### src/sv/gfas_ram.sv
// gfas_ram: generic single write port, single read port ram with registered read
// no dependencies
module gfas_ram #(
  parameter int WIDTH = 8,
  parameter int DEPTH = 16
) (
  input  logic                                  clk,
  input  logic                                  we,
  input  logic [(DEPTH > 1 ? $clog2(DEPTH) : 1)-1:0] waddr,
  input  logic [WIDTH-1:0]                      wdata,
  input  logic [(DEPTH > 1 ? $clog2(DEPTH) : 1)-1:0] raddr,
  output logic [WIDTH-1:0]                      rdata
);
  logic [WIDTH-1:0] mem [DEPTH];

  // write port and registered read
  always_ff @(posedge clk) begin
    if (we) begin
      mem[waddr] <= wdata;
    end
    rdata <= mem[raddr];
  end
endmodule

### config.mk
export PLATFORM = sky130hd
export DESIGN_NAME = gfas_ram
export DESIGN_NICKNAME = d
export VERILOG_FILES = /design/src/sv/gfas_ram.sv
export SDC_FILE = /design/constraint.sdc
export NUM_CORES = 1
export LEC_CHECK = 0
export ABC_AREA = 1
export BUFFER_PORTS_ARGS = -buffer_cell sky130_fd_sc_hd__buf_2
export CAP_MARGIN = 20
export CELL_PAD_IN_SITES_DETAIL_PLACEMENT = 1
export CELL_PAD_IN_SITES_GLOBAL_PLACEMENT = 1
export CORE_ASPECT_RATIO = 1.1
export CORE_MARGIN = 2
export CORE_UTILIZATION = 44
export DETAILED_ROUTE_END_ITERATION = 12
export HOLD_SLACK_MARGIN = 0.1
export PLACE_DENSITY = 0.76
export SLEW_MARGIN = 20
export SYNTH_ARGS = -nofsm -noshare
export SYNTH_HDL_FRONTEND = slang
export SYNTH_SLANG_ARGS = --single-unit
### constraint.sdc
create_clock -name clk -period 1.05 [get_ports clk]
set_input_delay 0.105 -clock clk [delete_from_list [all_inputs] [get_ports clk]]
set_output_delay 0.105 -clock clk [all_outputs]
set_load 0.01 [all_outputs]
==> results.py <==
metrics = {
    "timing": {
        "relSlewSlack": 0.7375,
        "fin_crit_ns": 1.027,
        "hold_violations": 0,
        "fin_skew_ns": 0.008095,
        "fin_crit_sh": 0.9779,
        "grt_setup_unrepaired": "yes",
        "max_freq_mhz": 973.9,
        "worstMarginPinSlew_ns": 0.3937,
        "tns_ns": 0,
        "setup_viol": 0,
        "slew_viol_final": 0,
    },
    "power": {
        "ir_worst_vdd_uv": 1379,
        "power_leakage_nw": 3.068,
        "total_power_mw": 13.43,
        "power.density_nw_per_um2": 1920,
    },
    "clock_network": {
        "clockBufferDepth": 2,
        "cts_sinks": 136,
        "cts_buffers": 17,
        "cts-root-buf": "clkbuf_16",
        "post_cts_buffers": 0,
        "cts_tree": "done",
        "ctsHtreeMaxLevel": 4,
        "clk_pin_slew_worst_paths_ns": 0.06,
        "worstSkewPairLatency_ns": 0.42,
    },
    "worst_setup_path": {
        "cp-end-kind": "flop",
        "crit_arrival_ns": 1.33,
        "worstSetupPathType": "flop to flop",
        "cp_max_fo": 1,
        "cp.required_ns": 1.35,
        "start_kind": "flop",
    },
    "logic_synthesis": {
        "syn_area_um2": 5767,
        "ys_seq_area_frac": 0.6943,
        "synth_cells": 551,
        "synth_top_area_cell": "edfxtp_1",
        "synth_area_leaders": "edfxtp_1, nand2_1, nand3_1, inv_1, dfxtp_1",
        "synth_cell_types": 12,
        "synth_nets": 569,
        "avgSynthCellArea_um2": 10.47,
        "yosysWarningCount": 0,
        "synth.top_cell.area_share": 0.6665,
        "ys_seq_elements": 136,
    },
    "job": {
        "cap_violations": 0,
    },
    "placement": {
        "io_buffers": 25,
        "dp.final_hpwl_um": 9500,
        "gp_congestion": 0.8161,
        "place_inst": 741,
    },
    "hold_path": {
        "min_path_type": "input pin to flop",
    },
    "routing": {
        "avgRoutedWirePerCell_um": 19.81,
        "drtAntennaViolNets": 0,
        "drt_iter0_markers": 260,
        "viasPerCell": 5.092,
        "firstDrtPassIters": 8,
        "vias": 3946,
        "drcViolationCount": 1,
        "drt-total-wl_um": 15350,
    },
    "global_route": {
        "antenna_found_initial": 0,
        "grt_pass1_vias": 4257,
        "grt_max_degree": 33,
        "grt.overflow.total": 0,
        "grt_pass1_wl_um": 23790,
        "grt_usage": 0.2365,
    },
    "final_layout": {
        "syn_to_final_growth_pct": 21.28,
        "n_fill_cell": 1358,
        "fin_cells": 775,
        "fin_nets": 623,
        "antenna-diode-count": 0,
        "layout-drive-gt1-share": 0.1796,
    },
    "outcome": {
        "status": "finished, violations left",
        "violations": "design-rule violations",
    },
    "die": {
        "num_rows": 43,
        "start_util": 0.4542,
        "die_y_um": 124.1,
        "pin_count": 26,
        "die_w_um": 113.2,
        "dieArea_um2": 14040,
        "core_area_um2": 12700,
    },
}
[metal layers]
metal	wire length, um	vias up	track usage	share of wire
met2	8116	99	0.4229	0.53
met3	796	20	0.05742	0.052
met1	6071	1945	0.2801	0.40
met5	0	-	0	0
li1	-	1882	-	-
met4	365	0	0.08308	0.024
[worst max-delay path, stage by stage, from the launching register on]
cell and delay (ns):
edfxtp_1 0.37, inv_1 0.06, nand2_1 0.05, nand3_1 0.10, nand3_1 0.13, nand3_1 0.12, nand2_2 0.08
[per-stage QoR]
step	hold slack, ns	instance area, um2	setup slack (ns)	utilization
floorplan	0.2039	5767	-0.005845	-
global placement	0.4992	6225	-0.2042	0.4902
detailed placement	0.5049	6225	-0.2546	0.4902
CTS	0.1068	6918	0.001254	0.5448
global route	0.1162	6994	-0.01445	0.5508
finish	0.1199	6994	0.02325	0.5508
[cell usage in the layout (no fill, tap or decap), types with 4 or more instances in the layout]
| cell type | Yosys | layout |
|---|---|---|
| inv_1 | 100 | 99 |
| dfxtp_1 | 8 | 5 |
| clkbuf_16 | 0 | 17 |
| nor2_1 | 17 | 17 |
| nand2_1 | 173 | 172 |
| bufinv_16 | 0 | 4 |
| clkbuf_8 | 0 | 5 |
| buf_12 | 0 | 5 |
| nand3_2 | 0 | 18 |
| nand3_1 | 97 | 79 |
| buf_4 | 4 | 27 |
| edfxtp_1 | 128 | 128 |
| buf_2 | 13 | 23 |
[worst paths after layout]
path,to,from,slack [ns],cells past startpoint
max,rdata[5],mem[9][5],0.02,6
min,mem[15][3],wdata[3],0.12,1
max reg2reg,rdata[5],mem[9][5],0.02,6
min reg2reg,rdata[1],mem[3][1],0.69,6
[cell families (layout without fill, tap and decap cells)]
logic type	count (synthesis)	in the layout	share of synthesized area
simple gates	289	289	0.2105
flops	136	136	0.6943
buf+inv	126	193	0.09525
[state kept, by name, summed over array words and instances, names as in the netlist]
name,count
mem,128
rdata,8
[area by class of cell]
class	instances	area, um2	area share
sequential	136	4008	0.5730
multi-input combinational	289	1306	0.1868
clock buffer	23	498.0	0.07120
timing repair buffer	59	460.4	0.06583
inverter	102	382.9	0.05474
tap	157	196.4	0.02809
clock inverter	9	142.6	0.02039
[synthesized netlist by cell type]
library cell,instances
nand2_1,173
edfxtp_1,128
inv_1,100
nand3_1,97
nor2_1,17
buf_2,13
dfxtp_1,8
buf_6,6
buf_4,4
inv_2,2
nand3b_1,2
buf_1,1
[repair_timing]
| item | CTS | global route |
|---|---|---|
| endpoints found under the hold margin | 25 | 0 |
| gates cloned | 0 | 0 |
| hold buffers | 2 | 0 |
| resized for setup | 9 | 16 |
| endpoints found under the setup margin | 5 | 8 |
| pin swaps | 1 | 6 |
[power breakdown]
group          internal, mW  total, mW  switching [mW]
logic                 0.291      0.888           0.598
clock network          4.26       6.42            2.16
registers              6.07       6.12          0.0464
total                  10.6       13.4            2.81
No activity file was read; power rests on OpenSTA's default activity.
